$ cat config.mk
export PLATFORM = sky130hd
export DESIGN_NAME = ght_ctrl
export DESIGN_NICKNAME = d
export VERILOG_FILES = /design/src/hdl/ght_pkg.sv /design/src/hdl/ght_ctrl.sv
export SDC_FILE = /design/constraint.sdc
export NUM_CORES = 1
export LEC_CHECK = 0
export ABC_AREA = 1
export BUFFER_PORTS_ARGS = -buffer_cell sky130_fd_sc_hd__buf_2
export CORE_AREA = 5 5 42 44
export CTS_BUF_LIST = sky130_fd_sc_hd__clkbuf_4
export CTS_CLUSTER_SIZE = 24
export DETAILED_ROUTE_END_ITERATION = 16
export DIE_AREA = 0 0 47 49
export SYNTH_ARGS = -nofsm -noshare
export SYNTH_HDL_FRONTEND = slang
export SYNTH_SLANG_ARGS = --single-unit
$ cat constraint.sdc
create_clock -name clk_i -period 1.8 [get_ports clk_i]
set_input_delay 0.18 -clock clk_i [delete_from_list [all_inputs] [get_ports clk_i]]
set_output_delay 0.18 -clock clk_i [all_outputs]
set_load 0.02 [all_outputs]
$ cat src/hdl/ght_pkg.sv
// ght_pkg: shared constants, codes and control structs for the handle table
// used by ght_ctrl, ght_datapath and generational_handle_table; no dependencies
package ght_pkg;

  // table geometry
  localparam int Slots       = 256;
  localparam int VersionBits = 16;
  localparam int RefBits     = 16;
  localparam int IdxW        = $clog2(Slots);

  // free-slot search: the used map is split into groups, one register per group
  localparam int GroupW    = (Slots < 16) ? Slots : 16;
  localparam int NumGroups = Slots / GroupW;
  localparam int GrpIdxW   = (GroupW > 1) ? $clog2(GroupW) : 1;

  // beat field widths
  localparam int KindW     = 3;
  localparam int HIdxW     = 8;
  localparam int HVerW     = 16;
  localparam int RefFieldW = 16;
  localparam int StatusW   = 3;
  localparam int InDataW   = HIdxW + HVerW + 2 * RefFieldW;
  localparam int OutDataW  = HIdxW + HVerW + 2 * RefFieldW;

  typedef logic signed [VersionBits-1:0] ver_t;
  typedef logic [RefBits-1:0]            ref_t;
  typedef logic [IdxW-1:0]               slot_t;

  typedef enum logic [KindW-1:0] {
    KIND_ALLOC  = 3'd0,
    KIND_ADD    = 3'd1,
    KIND_LOOKUP = 3'd2,
    KIND_FREE   = 3'd3,
    KIND_UPDATE = 3'd4
  } kind_e;

  typedef enum logic [StatusW-1:0] {
    ST_OK       = 3'd0,
    ST_STALE    = 3'd1,
    ST_FULL     = 3'd2,
    ST_FREED    = 3'd3,
    ST_INUSE    = 3'd4,
    ST_MISMATCH = 3'd5
  } status_e;

  typedef enum logic [1:0] {
    S_IDLE = 2'd0,
    S_ADDR = 2'd1,
    S_EXEC = 2'd2
  } state_e;

  // controller to datapath
  typedef struct packed {
    logic capture;   // latch the input beat
    logic rd_en;     // read the slot stores
    logic rd_alloc;  // read address comes from the free-slot search
    logic exec;      // resolve the operation, write back, load the result
  } dp_cmd_t;

  // datapath to controller
  typedef struct packed {
    logic in_alloc;  // offered beat is an allocate
  } dp_sts_t;

endpackage

$ cat src/hdl/ght_ctrl.sv
// ght_ctrl: sequencing state machine and result-valid flag of the handle table
// depends on ght_pkg
module ght_ctrl (
  input  logic             clk_i,
  input  logic             rst_ni,
  input  logic             s_tvalid_i,
  output logic             s_tready_o,
  output logic             m_tvalid_o,
  input  logic             m_tready_i,
  input  ght_pkg::dp_sts_t sts_i,
  output ght_pkg::dp_cmd_t cmd_o
);
  import ght_pkg::*;

  state_e state_q, state_d;
  logic   m_valid_q, m_valid_d;

  always_ff @(posedge clk_i or negedge rst_ni) begin
    if (!rst_ni) begin
      state_q   <= S_IDLE;
      m_valid_q <= 1'b0;
    end else begin
      state_q   <= state_d;
      m_valid_q <= m_valid_d;
    end
  end

  always_comb begin
    state_d    = state_q;
    cmd_o      = '0;
    s_tready_o = 1'b0;
    m_valid_d  = m_valid_q & ~m_tready_i;
    unique case (state_q)
      S_IDLE: begin
        s_tready_o = 1'b1;
        if (s_tvalid_i) begin
          cmd_o.capture = 1'b1;
          cmd_o.rd_en   = 1'b1;
          state_d       = sts_i.in_alloc ? S_ADDR : S_EXEC;
        end
      end
      S_ADDR: begin
        cmd_o.rd_en    = 1'b1;
        cmd_o.rd_alloc = 1'b1;
        state_d        = S_EXEC;
      end
      S_EXEC: begin
        // hold here until the result register can take the new beat
        if (!m_valid_q || m_tready_i) begin
          cmd_o.exec = 1'b1;
          m_valid_d  = 1'b1;
          state_d    = S_IDLE;
        end
      end
      default: state_d = S_IDLE;
    endcase
  end

  assign m_tvalid_o = m_valid_q;

  a_accept_moves_on: assert property (@(posedge clk_i) disable iff (!rst_ni)
    (s_tvalid_i && s_tready_o) |=> (state_q == S_ADDR || state_q == S_EXEC))
    else $error("accepted beat did not start an operation");

  a_addr_to_exec: assert property (@(posedge clk_i) disable iff (!rst_ni)
    (state_q == S_ADDR) |=> (state_q == S_EXEC))
    else $error("search stage not followed by execute");

  a_exec_gives_result: assert property (@(posedge clk_i) disable iff (!rst_ni)
    cmd_o.exec |=> m_valid_q)
    else $error("executed operation produced no result beat");

  a_no_overwrite: assert property (@(posedge clk_i) disable iff (!rst_ni)
    (m_valid_q && !m_tready_i) |-> !cmd_o.exec)
    else $error("pending result overwritten");

endmodule

# Word level (Yosys, flattened, before mapping)
# Index checks and enable logic that the tools add are counted.
# W data, S select, Z words.
classes:
  add_sub_neg: 0
  mul: 0
  div: 0
  n_lt_le_gt_ge: 0
  n_eq_ne: 4
  shifts: 0
  mux: 13
  n_bitwise: 2
  reduce_logical: 4
ops:
  columns: ["operator", "n"]
  rows:
  - ["$mux W2", 4]
  - ["$mux W1", 7]
  - ["$pmux W2 S3", 1]
  - ["$ne A2 B2 Y1 const B", 2]
  - ["$eq A2 B1 Y1 const B", 1]
  - ["$eq A2 B2 Y1 const B", 1]
  - ["$logic_not A2 Y1", 1]
  - ["$pmux W1 S2", 1]
  - ["$reduce_and A2 Y1", 1]
  - ["$and A1 B1 Y1", 1]
  - ["$logic_not A1 Y1", 1]
  - ["$logic_or A1 B1 Y1", 1]
  - ["$not A1 Y1", 1]
word_totals:
  regBits: 3
  latch_bits: 0
  mem_bits_rw: 0
  rom_bits: 0
  inputBits: 5
  mem_count: 0

# Logic depth before layout (Yosys ltp)
# Gate-level depths: netlist of run 1.
logic_depth:
  ltp_word: 4
  ltp_mapped: 4
  depth_no_buf: 4

# Least setup slack after synthesis of run 1
# OpenSTA, ideal clock, no wires.
synth_path:
  path_kind: "reg2out"
  startpoint: "reg state_q[0]"
  endpoint: "out cmd_o[2] (netlist bit)"
  arrival_ns: 0.926
  required_ns: 1.620
  path_slack_ns: 0.694
  path_stages_with_launch: 4
  path_cell_list: "dfrtp_1 nor2_2 nand2_2 nand2_1"
synth_lines:
  columns: ["element", "line_no", "text"]
  rows:
  - ["from (decl)", "ght_ctrl.sv:15", "state_e state_q, state_d;"]
  - ["from (signal assigned)", "ght_ctrl.sv:23", "state_q <= state_d;"]
  - ["to (decl)", "ght_ctrl.sv:11", "output ght_pkg::dp_cmd_t cmd_o"]

==> results.md, run 1 <==
| Parameter | Value | Unit |
| --- | --- | --- |
| Result of the run | finished, final reports clean | - |
| Hold Fails Final Rpt | 0 | - |
| Tightest hold margin | 167 | ps |
| R2r setup slk | 1010 | ps |
| Setup slack at placement | 797 | ps |
| Detailed placer's ending HPWL | 314 | um |
| Antenna diodes | 0 | - |
| Area occupied by multi-input gates | 61.3 | sq um |
| Overall routed net length | 393 | um |
| Clk root buf | sky130_fd_sc_hd__clkbuf_4 | - |
| Routability cong. | 0.647 | - |
| Vias in the first global route | 189 | - |
| Syn nets | 26 | - |
| Worst hold path class | input port to register | - |
| Core Area | 0.00140 | sq mm |
| Antenna violation net count after detailed routing | 0 | - |
| Remaining DRCs | 0 | - |
| Initial drt markers | 2 | - |
| Number of buffers created by CTS | 3 | - |
| Count of boundary I/O pins | 11 | - |
| Height of the die | 49 | um |
| Final worst-path setup slack | 561 | ps |
| Number of detailed-route iterations in the first pass | 4 | - |
| Final net count | 42 | - |
| Maximum fanout encountered on the critical timing path | 3 | - |
| Most common cell after layout, fill and taps aside | sky130_fd_sc_hd__buf_2 | - |
| Clock tree from TritonCTS | done | - |
| P_sw | 119 | uW |
| Dpl cells | 47 | - |
| GRT Util Overall | 5.29 | % |
| Total setup violations reported at the end of the flow | 0 | - |
| P_int | 216 | uW |
| Total die area | 0.00230 | sq mm |
| Worst flop-to-flop path startpoint | state_q[1]$_DFFE_PN0P_ | - |
| Syn. warnings | 0 | - |
| Total gr overflow | 0 | - |
| Number of distinct library cells after synthesis | 9 | - |
| Clk Latency, worst-skew pair | 240 | ps |
| Routed via count divided by cell count | 3.42 | - |
| Site row count | 14 | - |
| Highest-count cells in the layout ignoring fill and taps | 10 x sky130_fd_sc_hd__buf_2, 5 x sky130_fd_sc_hd__inv_1, 4 x sky130_fd_sc_hd__nor2_2, 4 x sky130_fd_sc_hd__clkbuf_4 | - |
| Number of max-capacitance violations reported | 0 | - |
| Data required time at the worst endpoint | 1620 | ps |
| Worst Reg2Reg Path Length in Cells | 4 | - |
| Area growth syn-to-layout | 69.3 | % |
| Post-layout instance count excluding filler cells | 52 | - |
| Global-route wire length before repair | 690 | um |
| Static leakage power | 0.164 | nW |
| Final period util | 68.8 | % |
| Max Freq | 807 | MHz |
| Areal power density over the cells | 1250 | mW/mm^2 |
| Synthesized instance count | 21 | - |
| Fraction of layout instances using a drive strength above 1 | 55.6 | % |
| Hold Path Depth | 2 | - |
| Worst slew margin relative to its limit | 89.2 | % |
| Die Span X | 47 | um |
| Worst clock skew | 3.18 | ps |
| FF-to-FF End | m_tvalid_o$_DFF_PN0_ | - |
| Worst setup path category | register to output port | - |
| Setup repair after global routing missed its margin | false | - |
| Final total negative setup slack | 0 | ps |
| Syn Area/Cell | 7.57 | sq um |
| Worst IR Drop VDD | 0.156 | mV |
| End point of the worst hold path | m_tvalid_o$_DFF_PN0_ | - |
| Final Max Slew Viols | 0 | - |
| Number of antenna violations at the first check in global routing | 0 | - |
| Number of port buffers | 10 | - |
| Final-layout fill cell count | 175 | - |
| Kind of capture point of the worst setup path | output port | - |
| Cell area after synthesis | 159 | sq um |
| Start point of the worst hold path | m_tready_i | - |
| Worst path arrival time | 1060 | ps |
| Worst-Margin Slew | 160 | ps |
| Post-layout min period | 1240 | ps |
| Startpoint types | register | - |
| Vias post-DR | 178 | - |
| Number of H-tree levels | 1 | - |
| Share of total power consumed by net switching | 35.6 | % |
| Postcts setup bufs | 0 | - |
| Routed len/inst | 7.56 | um |
| Initial core utilization | 11.3 | % |
| Sequential share of power | 26.5 | % |
| Number of register bits inferred by synthesis | 3 | - |
| Combinational cell fraction of total power | 32.7 | % |
| Share of the yosys chip area belonging to registers | 47.2 | % |
| Maximum clock path buffer count | 2 | - |
| Maximum number of pins on one net before global-route repair | 4 | - |
| Clk sink count | 3 | - |
| Footprint of the flip-flops and latches | 75.1 | sq um |
| Clock slew at the register clock pins of the worst setup and hold paths | 30 | ps |
| Power share of the clock group | 40.7 | % |
==> power groups by stage <==
stage               clock network, mW  registers, mW  logic [mW]
floorplan                           0         0.0972      0.0661
global route                    0.149         0.0910       0.124
detailed placement                  0         0.0898       0.110
finish                          0.137         0.0889       0.110
global placement                    0         0.0896       0.110
CTS                             0.144         0.0889       0.112
==> cells in the mapped netlist, drive strengths merged <==
| master | number | area [sq um] |
|---|---|---|
| inv | 6 | 22.5 |
| nand2 | 4 | 17.5 |
| nand3 | 2 | 10.0 |
| dfrtp | 3 | 75.1 |
| nor2 | 5 | 28.8 |
| o21ai | 1 | 5.00 |
==> critical path, cell delays in order (launching register included) <==
cell                      delay, ps
sky130_fd_sc_hd__dfrtp_1        400
sky130_fd_sc_hd__nor2_2         140
sky130_fd_sc_hd__nand2_2         80
sky130_fd_sc_hd__nand2_1         60
sky130_fd_sc_hd__buf_2          160
==> area by class of cell <==
cell class                      count  share of cell area (%)
Sequential cell                     3                    27.9
Multi-Input combinational cell     12                    22.8
Timing Repair Buffer               11                    22.3
Clock buffer                        4                    11.2
Inverter                            6                    8.37
Tap cell                           16                    7.44
==> repair_timing <==
item,in CTS,in global routing
gates resized for setup,0,0
hold buffers,1,0
hold endpoints to repair,3,0
==> cells by family (layout without fill, tap and decap cells) <==
| logic type | count (synthesis) | count (layout) | share of synthesized area [%] |
|---|---|---|---|
| and+or+nand+nor | 11 | 11 | 35.4 |
| buffers and inverters | 6 | 21 | 14.2 |
| DFF | 3 | 3 | 47.2 |
| AOI/OAI and AO/OA | 1 | 1 | 3.15 |
==> how the worst max path moves through the flow <==
stage	endpoint	from	slack, ps	cells after the start
after floorplan	cmd_o[2]	state_q[0]$_DFFE_PN0P_	690	3
after global placement	cmd_o[2]	state_q[0]$_DFFE_PN0P_	810	4
after detailed placement	cmd_o[2]	state_q[0]$_DFFE_PN0P_	800	4
after CTS	cmd_o[2]	state_q[0]$_DFFE_PN0P_	540	4
after global routing	cmd_o[2]	state_q[0]$_DFFE_PN0P_	450	4
final	cmd_o[2]	state_q[0]$_DFFE_PN0P_	560	4
==> per-layer routing <==
metal	up-vias	track usage (%)	routed length, um	part of all wire, %
li1	91	-	-	-
met1	73	3.76	125	32
met2	9	6.33	184	47
met3	5	1.11	28	7.1
met4	0	12.4	55	14
met5	-	0	0	0
==> flip-flops by register name, summed over array words and instances, names as in the netlist <==
register    cells
state_q         2
m_tvalid_o      1
==> through the flow <==
stage	total power [mW]	area, sq um	utilization (%)
final	0.335	269	19.2
after global routing	0.364	269	19.2
after CTS	0.345	269	19.2
after detailed placement	0.200	229	16.3
after global placement	0.200	229	16.3
after floorplan	0.163	159	-
Note: power is estimated with default switching activity, not from simulation.
==> inputs of run 2 (changes only) <==
--- a/config.mk
+++ b/config.mk
@@ -5,7 +5,7 @@
 export SDC_FILE = /design/constraint.sdc
 export NUM_CORES = 1
 export LEC_CHECK = 0
-export ABC_AREA = 1
+export ABC_AREA = 0
 export BUFFER_PORTS_ARGS = -buffer_cell sky130_fd_sc_hd__buf_2
 export CORE_AREA = 5 5 42 44
 export CTS_BUF_LIST = sky130_fd_sc_hd__clkbuf_4
==> constraint.sdc (replaced) <==
create_clock -name clk_i -period 1.2 [get_ports clk_i]
set_input_delay 0.12 -clock clk_i [delete_from_list [all_inputs] [get_ports clk_i]]
set_output_delay 0.12 -clock clk_i [all_outputs]
set_load 0.02 [all_outputs]
==> run 2 against run 1 <==
Compared with the run above:
- synthesized area is 1.6% lower
- global-route usage is 0.92 points lower
- largest cell class is now multi-input gates
- utilization increased by 3.2 points
- cell area increased by 17%
- critical endpoint is now cmd_o[0]
- combinational power rose to 3.8 times the previous value
- non-clock buffer count up 2
- cell count shrank 3.8%
- clock power is 44% higher
- critical path depth decreased by 1
==> results.md, run 2 <==
| Parameter | Value | Unit |
| --- | --- | --- |
| Stages on worst setup path | 3 | - |
| Number of port buffers | 10 | - |
| Number of flops mapped to enable cells by yosys | 0 | - |
| Number of H-tree levels | 1 | - |
| Worst-Margin Slew | 137 | ps |
| Post-layout instance count excluding filler cells | 50 | - |
| Number of max-capacitance violations reported | 0 | - |
| Kind of capture point of the worst setup path | output port | - |
| Async SR Flop Fraction | 100 | % |
| Hold Path Depth | 2 | - |
| Number of antenna violations at the first check in global routing | 0 | - |
| Fraction of layout instances using a drive strength above 1 | 67.6 | % |
| Startpoint types | register | - |
| Maximum clock path buffer count | 2 | - |
| Dominant synthesized flop cell | sky130_fd_sc_hd__dfrtp_1 | - |
| Synth top area cells | sky130_fd_sc_hd__dfrtp_1 48%, sky130_fd_sc_hd__a22oi_2 8.0%, sky130_fd_sc_hd__nand2b_1 8.0% | - |
| Initial core utilization | 11.2 | % |
| Final net count | 40 | - |
| Routed via count divided by cell count | 3.56 | - |
| Max Freq | 853 | MHz |
| Remaining DRCs | 0 | - |
| Area growth syn-to-layout | 101 | % |
| Cell area after placement | 229 | sq um |
| FF-to-FF End | state_q[1]$_DFFE_PN0P_ | - |
| Number of buffers created by CTS | 3 | - |
| Synthesized instance count | 17 | - |
| Worst setup path category | register to output port | - |
| Total gr overflow | 0 | - |
| Portion of synthesized cell area occupied by the leading cell type | 48.0 | % |
| Data required time at the worst endpoint | 1080 | ps |
| Total setup violations reported at the end of the flow | 0 | - |
| End point of the critical path | cmd_o[0] | - |
| Post-layout min period | 1170 | ps |
| Maximum fanout encountered on the critical timing path | 5 | - |
| Site row count | 14 | - |
| Antenna diodes | 0 | - |
| Worst IR Drop VDD | 0.428 | mV |
| R2r setup slk | 160 | ps |
| Worst hold path class | input port to register | - |
| Biggest cell delay along the critical path | 430 | ps |
| Number of distinct library cells after synthesis | 11 | - |
| Height of the die | 49 | um |
| Clock slew at the register clock pins of the worst setup and hold paths | 40 | ps |
| Overall routed net length | 412 | um |
| Worst flop-to-flop path startpoint | state_q[0]$_DFFE_PN0P_ | - |
| Cell Chain, Critical Path | nand2b_4, a21oi_2, buf_4 | - |
| Clk Latency, worst-skew pair | 230 | ps |
| Commonest cells post-synth | 3 x sky130_fd_sc_hd__dfrtp_1, 3 x sky130_fd_sc_hd__nor2_1, 2 x sky130_fd_sc_hd__inv_1, 2 x sky130_fd_sc_hd__nand2b_1 | - |
| Routability cong. | 0.577 | - |
| Launching instance or port of the critical path | state_q[0]$_DFFE_PN0P_ | - |
| Clk sink count | 3 | - |
| Final Max Slew Viols | 0 | - |
| Share of the yosys chip area belonging to registers | 48.0 | % |
| Register containing the most flip-flops in the final layout | state_q | - |
| Setup slack at placement | 193 | ps |
| Syn nets | 22 | - |
| Worst clock skew | 0.360 | ps |
| Max stage delay cell, worst path | sky130_fd_sc_hd__dfrtp_2 | - |
| Static leakage power | 0.160 | nW |
| Final core area utilization | 22.4 | % |
| GRT Util Overall | 4.38 | % |
| Result of the run | finished, final reports clean | - |
| Post-route cell area | 314 | sq um |
| Final total negative setup slack | 0 | ps |
| Clock tree from TritonCTS | done | - |
| Final period util | 97.7 | % |
| Syn. warnings | 0 | - |
| Vias in the first global route | 160 | - |
| Worst slew margin relative to its limit | 90.8 | % |
| Max reg flops | 2 | - |
| Maximum number of pins on one net before global-route repair | 6 | - |
| Count of boundary I/O pins | 11 | - |
| Number of detailed-route iterations in the first pass | 2 | - |
| Dpl cells | 43 | - |
| Worst Reg2Reg Path Length in Cells | 2 | - |
| Core Area | 0.00140 | sq mm |
| Post-synth top area cell | sky130_fd_sc_hd__dfrtp_1 | - |
| Number of register bits inferred by synthesis | 3 | - |
| Die Span X | 47 | um |
| Total die area | 0.00230 | sq mm |
| Syn Area/Cell | 9.20 | sq um |
| Areal power density over the cells | 2620 | mW/mm^2 |
| Final worst-path setup slack | 27.1 | ps |
| Most common cell after layout, fill and taps aside | sky130_fd_sc_hd__buf_2 | - |
| Setup repair after global routing missed its margin | true | - |
| Cell area after synthesis | 156 | sq um |
| Critical path buffer and inverter count | 1 | - |
| Worst path arrival time | 1050 | ps |
| Clk root buf | sky130_fd_sc_hd__clkbuf_4 | - |
| Routed len/inst | 8.24 | um |
| Final-layout fill cell count | 161 | - |
| Initial drt markers | 3 | - |
| Hold Fails Final Rpt | 0 | - |
| Gate family responsible for the most delay along the worst path | flip-flops | - |
| Antenna violation net count after detailed routing | 0 | - |
| Highest-count cells in the layout ignoring fill and taps | 8 x sky130_fd_sc_hd__buf_2, 4 x sky130_fd_sc_hd__clkbuf_4, 3 x sky130_fd_sc_hd__buf_4 | - |
| Global-route wire length before repair | 579 | um |
| Vias post-DR | 178 | - |
-- run 2: logic make-up (layout without fill, tap and decap cells) --
family	after synthesis	count (layout)	share of synthesized area, %
flops	3	3	48.0
buf+inv	2	19	4.80
compound gates	3	3	14.4
simple gates	9	9	32.8
-- run 2: layout make-up --
class | count | area [sq um] | share of cell area [%]
flip-flops and latches | 3 | 77.6 | 24.7
multi-input cells | 12 | 95.1 | 30.3
inverters | 2 | 7.51 | 2.39
clock buffers | 4 | 30.0 | 9.56
well taps | 16 | 20.0 | 6.37
repair buffers | 13 | 83.8 | 26.7
-- run 2: through the flow --
step | total power, mW | hold WS (ps)
finish | 0.823 | 113
global route | 0.886 | 122
CTS | 0.826 | 104
detailed placement | 0.495 | -83.0
global placement | 0.495 | -82.7
floorplan | 0.390 | -176
-- run 2: how the worst min path moves through the flow --
stage / from / endpoint / slack (ps)
after floorplan: rst_ni / m_tvalid_o$_DFF_PN0_ / -180
after global placement: rst_ni / m_tvalid_o$_DFF_PN0_ / -80
after detailed placement: rst_ni / m_tvalid_o$_DFF_PN0_ / -80
after CTS: m_tready_i / m_tvalid_o$_DFF_PN0_ / 100
after global routing: m_tready_i / m_tvalid_o$_DFF_PN0_ / 120
final: m_tready_i / m_tvalid_o$_DFF_PN0_ / 110
-- run 2: worst reg2reg max path, stage by stage (launching register included) --
cell and delay (ps):
sky130_fd_sc_hd__dfrtp_2 430, sky130_fd_sc_hd__or3b_1 400, sky130_fd_sc_hd__a22oi_2 130
-- run 2: timing repair --
action | 4_1_cts | 5_1_grt
resized for setup | 6 | 3
setup endpoints to repair | 2 | 2
buffers inserted | 2 | 0
pin swaps | 1 | 2
hold endpoints to repair | 3 | 0
hold buffers | 1 | 0
-- run 2: power by group --
group / total [mW] / internal [mW] / switching, mW
registers: 0.210 / 0.146 / 0.0633
clock network: 0.197 / 0.147 / 0.0498
logic: 0.417 / 0.208 / 0.209
total: 0.823 / 0.501 / 0.322
-- run 2: routing by layer --
metal	share of wire, %	global-route usage, %	vias to the layer above
met1	36	2.65	79
met2	45	4.98	10
met5	0	0	-
met3	18	7.01	0
met4	0	4.15	0
li1	-	-	89
==> inputs of run 3 (changes only) <==
--- a/config.mk
+++ b/config.mk
@@ -12,6 +12,7 @@
 export CTS_CLUSTER_SIZE = 24
 export DETAILED_ROUTE_END_ITERATION = 16
 export DIE_AREA = 0 0 47 49
+export SETUP_SLACK_MARGIN = 0.1
 export SYNTH_ARGS = -nofsm -noshare
 export SYNTH_HDL_FRONTEND = slang
 export SYNTH_SLANG_ARGS = --single-unit
==> run 3 against run 2 <==
Compared with the run above:
- worst setup slack worse by 2.3 ps
- count of clock-buffer cells in the layout stayed put
- die area stayed put
- hold slack hardly changed
- via count is 0.56% higher
- largest cell class unchanged
- largest power group unchanged
==> results.md, run 3 (same netlist as run 2, synthesis figures left out) <==
| Parameter | Value | Unit |
| --- | --- | --- |
| Clk root buf | sky130_fd_sc_hd__clkbuf_4 | - |
| Setup repair after global routing missed its margin | true | - |
| Max stage delay cell, worst path | sky130_fd_sc_hd__dfrtp_2 | - |
| Die Span X | 47 | um |
| Routability cong. | 0.577 | - |
| Biggest cell delay along the critical path | 450 | ps |
| Worst clock skew | 0.360 | ps |
| Initial drt markers | 3 | - |
| Antenna diodes | 0 | - |
| Number of H-tree levels | 1 | - |
| Worst setup path category | register to output port | - |
| Clock slew at the register clock pins of the worst setup and hold paths | 40 | ps |
| Max reg flops | 2 | - |
| Total setup violations reported at the end of the flow | 0 | - |
| Maximum number of pins on one net before global-route repair | 6 | - |
| Fraction of layout instances using a drive strength above 1 | 67.6 | % |
| Worst slew margin relative to its limit | 90.8 | % |
| Global-route wire length before repair | 558 | um |
| Final net count | 40 | - |
| Routed len/inst | 8.18 | um |
| Number of buffers created by CTS | 3 | - |
| Initial core utilization | 11.2 | % |
| Number of detailed-route iterations in the first pass | 2 | - |
| Overall routed net length | 409 | um |
| Worst path arrival time | 1060 | ps |
| Routed via count divided by cell count | 3.58 | - |
| Post-route cell area | 325 | sq um |
| Worst hold path class | input port to register | - |
| Total die area | 0.00230 | sq mm |
| Highest-count cells in the layout ignoring fill and taps | 5 x sky130_fd_sc_hd__buf_2, 5 x sky130_fd_sc_hd__buf_4, 4 x sky130_fd_sc_hd__clkbuf_4 | - |
| Result of the run | finished, final reports clean | - |
| Static leakage power | 0.162 | nW |
| GRT Util Overall | 4.30 | % |
| Maximum clock path buffer count | 2 | - |
| Count of boundary I/O pins | 11 | - |
| Gate family responsible for the most delay along the worst path | flip-flops | - |
| Remaining DRCs | 0 | - |
| Hold Fails Final Rpt | 0 | - |
| Startpoint types | register | - |
| Data required time at the worst endpoint | 1080 | ps |
| Clock tree from TritonCTS | done | - |
| Clk sink count | 3 | - |
| Max Freq | 851 | MHz |
| Clk Latency, worst-skew pair | 230 | ps |
| Cell area after placement | 229 | sq um |
| Register containing the most flip-flops in the final layout | state_q | - |
| Worst IR Drop VDD | 0.428 | mV |
| Number of max-capacitance violations reported | 0 | - |
| Tightest hold margin | 113 | ps |
| Vias in the first global route | 151 | - |
| Area growth syn-to-layout | 108 | % |
| Antenna violation net count after detailed routing | 0 | - |
| Vias post-DR | 179 | - |
| Number of antenna violations at the first check in global routing | 0 | - |
| Worst-Margin Slew | 137 | ps |
| Maximum fanout encountered on the critical timing path | 5 | - |
| Height of the die | 49 | um |
| Final period util | 97.9 | % |
| Kind of capture point of the worst setup path | output port | - |
| Dpl cells | 43 | - |
| Site row count | 14 | - |
| Post-layout instance count excluding filler cells | 50 | - |
| Final Max Slew Viols | 0 | - |
| Cell Chain, Critical Path | nor2_4, and2_4, buf_6 | - |
| Core Area | 0.00140 | sq mm |
| Critical path buffer and inverter count | 1 | - |
| Post-layout min period | 1180 | ps |
| Total gr overflow | 0 | - |
| Areal power density over the cells | 2640 | mW/mm^2 |
| Number of port buffers | 10 | - |
==> run 3: cell types whose count changed in the layout (fill, tap and decap cells not counted) <==
| cell | previous run | this run |
|---|---|---|
| sky130_fd_sc_hd__buf_2 | 8 | 5 |
| sky130_fd_sc_hd__buf_4 | 3 | 5 |
| sky130_fd_sc_hd__buf_6 | 1 | 2 |
==> run 3: timing repair <==
item / CTS / global route
pin swaps: 3 / 2
gates resized for setup: 11 / 2
setup endpoints to repair: 3 / 5
gates cloned: 0 / 0
hold buffers: 1 / 0
endpoints found under the hold margin: 3 / 0
setup buffers: 2 / 0
==> run 3: layout make-up <==
type | instances | area, sq um
Clock buffer | 4 | 30.0
Fill cell | 159 | 1080
Inverter | 2 | 7.51
Multi-Input combinational cell | 12 | 95.1
Sequential cell | 3 | 77.6
Tap cell | 16 | 20.0
Timing Repair Buffer | 13 | 95.1
==> run 3: layer usage <==
metal,global-route usage [%],part of all wire [%],vias to the layer above
met5,0,0,-
met4,4.15,0,0
met3,7.01,19,0
met2,4.75,45,10
met1,2.65,35,80
li1,-,-,89
==> run 3: final timing paths <==
path	startpoint	cells past startpoint	slack (ps)	endpoint
max	state_q[1]$_DFFE_PN0P_	3	20	cmd_o[3]
min	m_tready_i	2	110	m_tvalid_o$_DFF_PN0_
min reg2reg	m_tvalid_o$_DFF_PN0_	2	560	m_tvalid_o$_DFF_PN0_
max reg2reg	state_q[0]$_DFFE_PN0P_	2	160	state_q[1]$_DFFE_PN0P_
min in group asynchronous	rst_ni	2	220	m_tvalid_o$_DFF_PN0_
max in group asynchronous	rst_ni	2	870	state_q[1]$_DFFE_PN0P_
==> run 3: through the flow <==
step / total power, mW / TNS, ps / utilization (%) / worst slack (ps)
floorplan: 0.390 / 0 / - / 119
global placement: 0.495 / 0 / 16.3 / 190
detailed placement: 0.495 / 0 / 16.3 / 193
CTS: 0.863 / -2.91 / 22.9 / -2.91
global route: 0.918 / -62.0 / 23.2 / -32.4
finish: 0.858 / 0 / 23.2 / 24.8
==> run 3: power by group <==
group / total, mW / leakage [nW] / internal (mW) / switching [mW]
clock: 0.197 / 0.0184 / 0.147 / 0.0498
sequential: 0.210 / 0.0344 / 0.146 / 0.0633
combinational: 0.452 / 0.110 / 0.238 / 0.213
total: 0.858 / 0.162 / 0.532 / 0.327
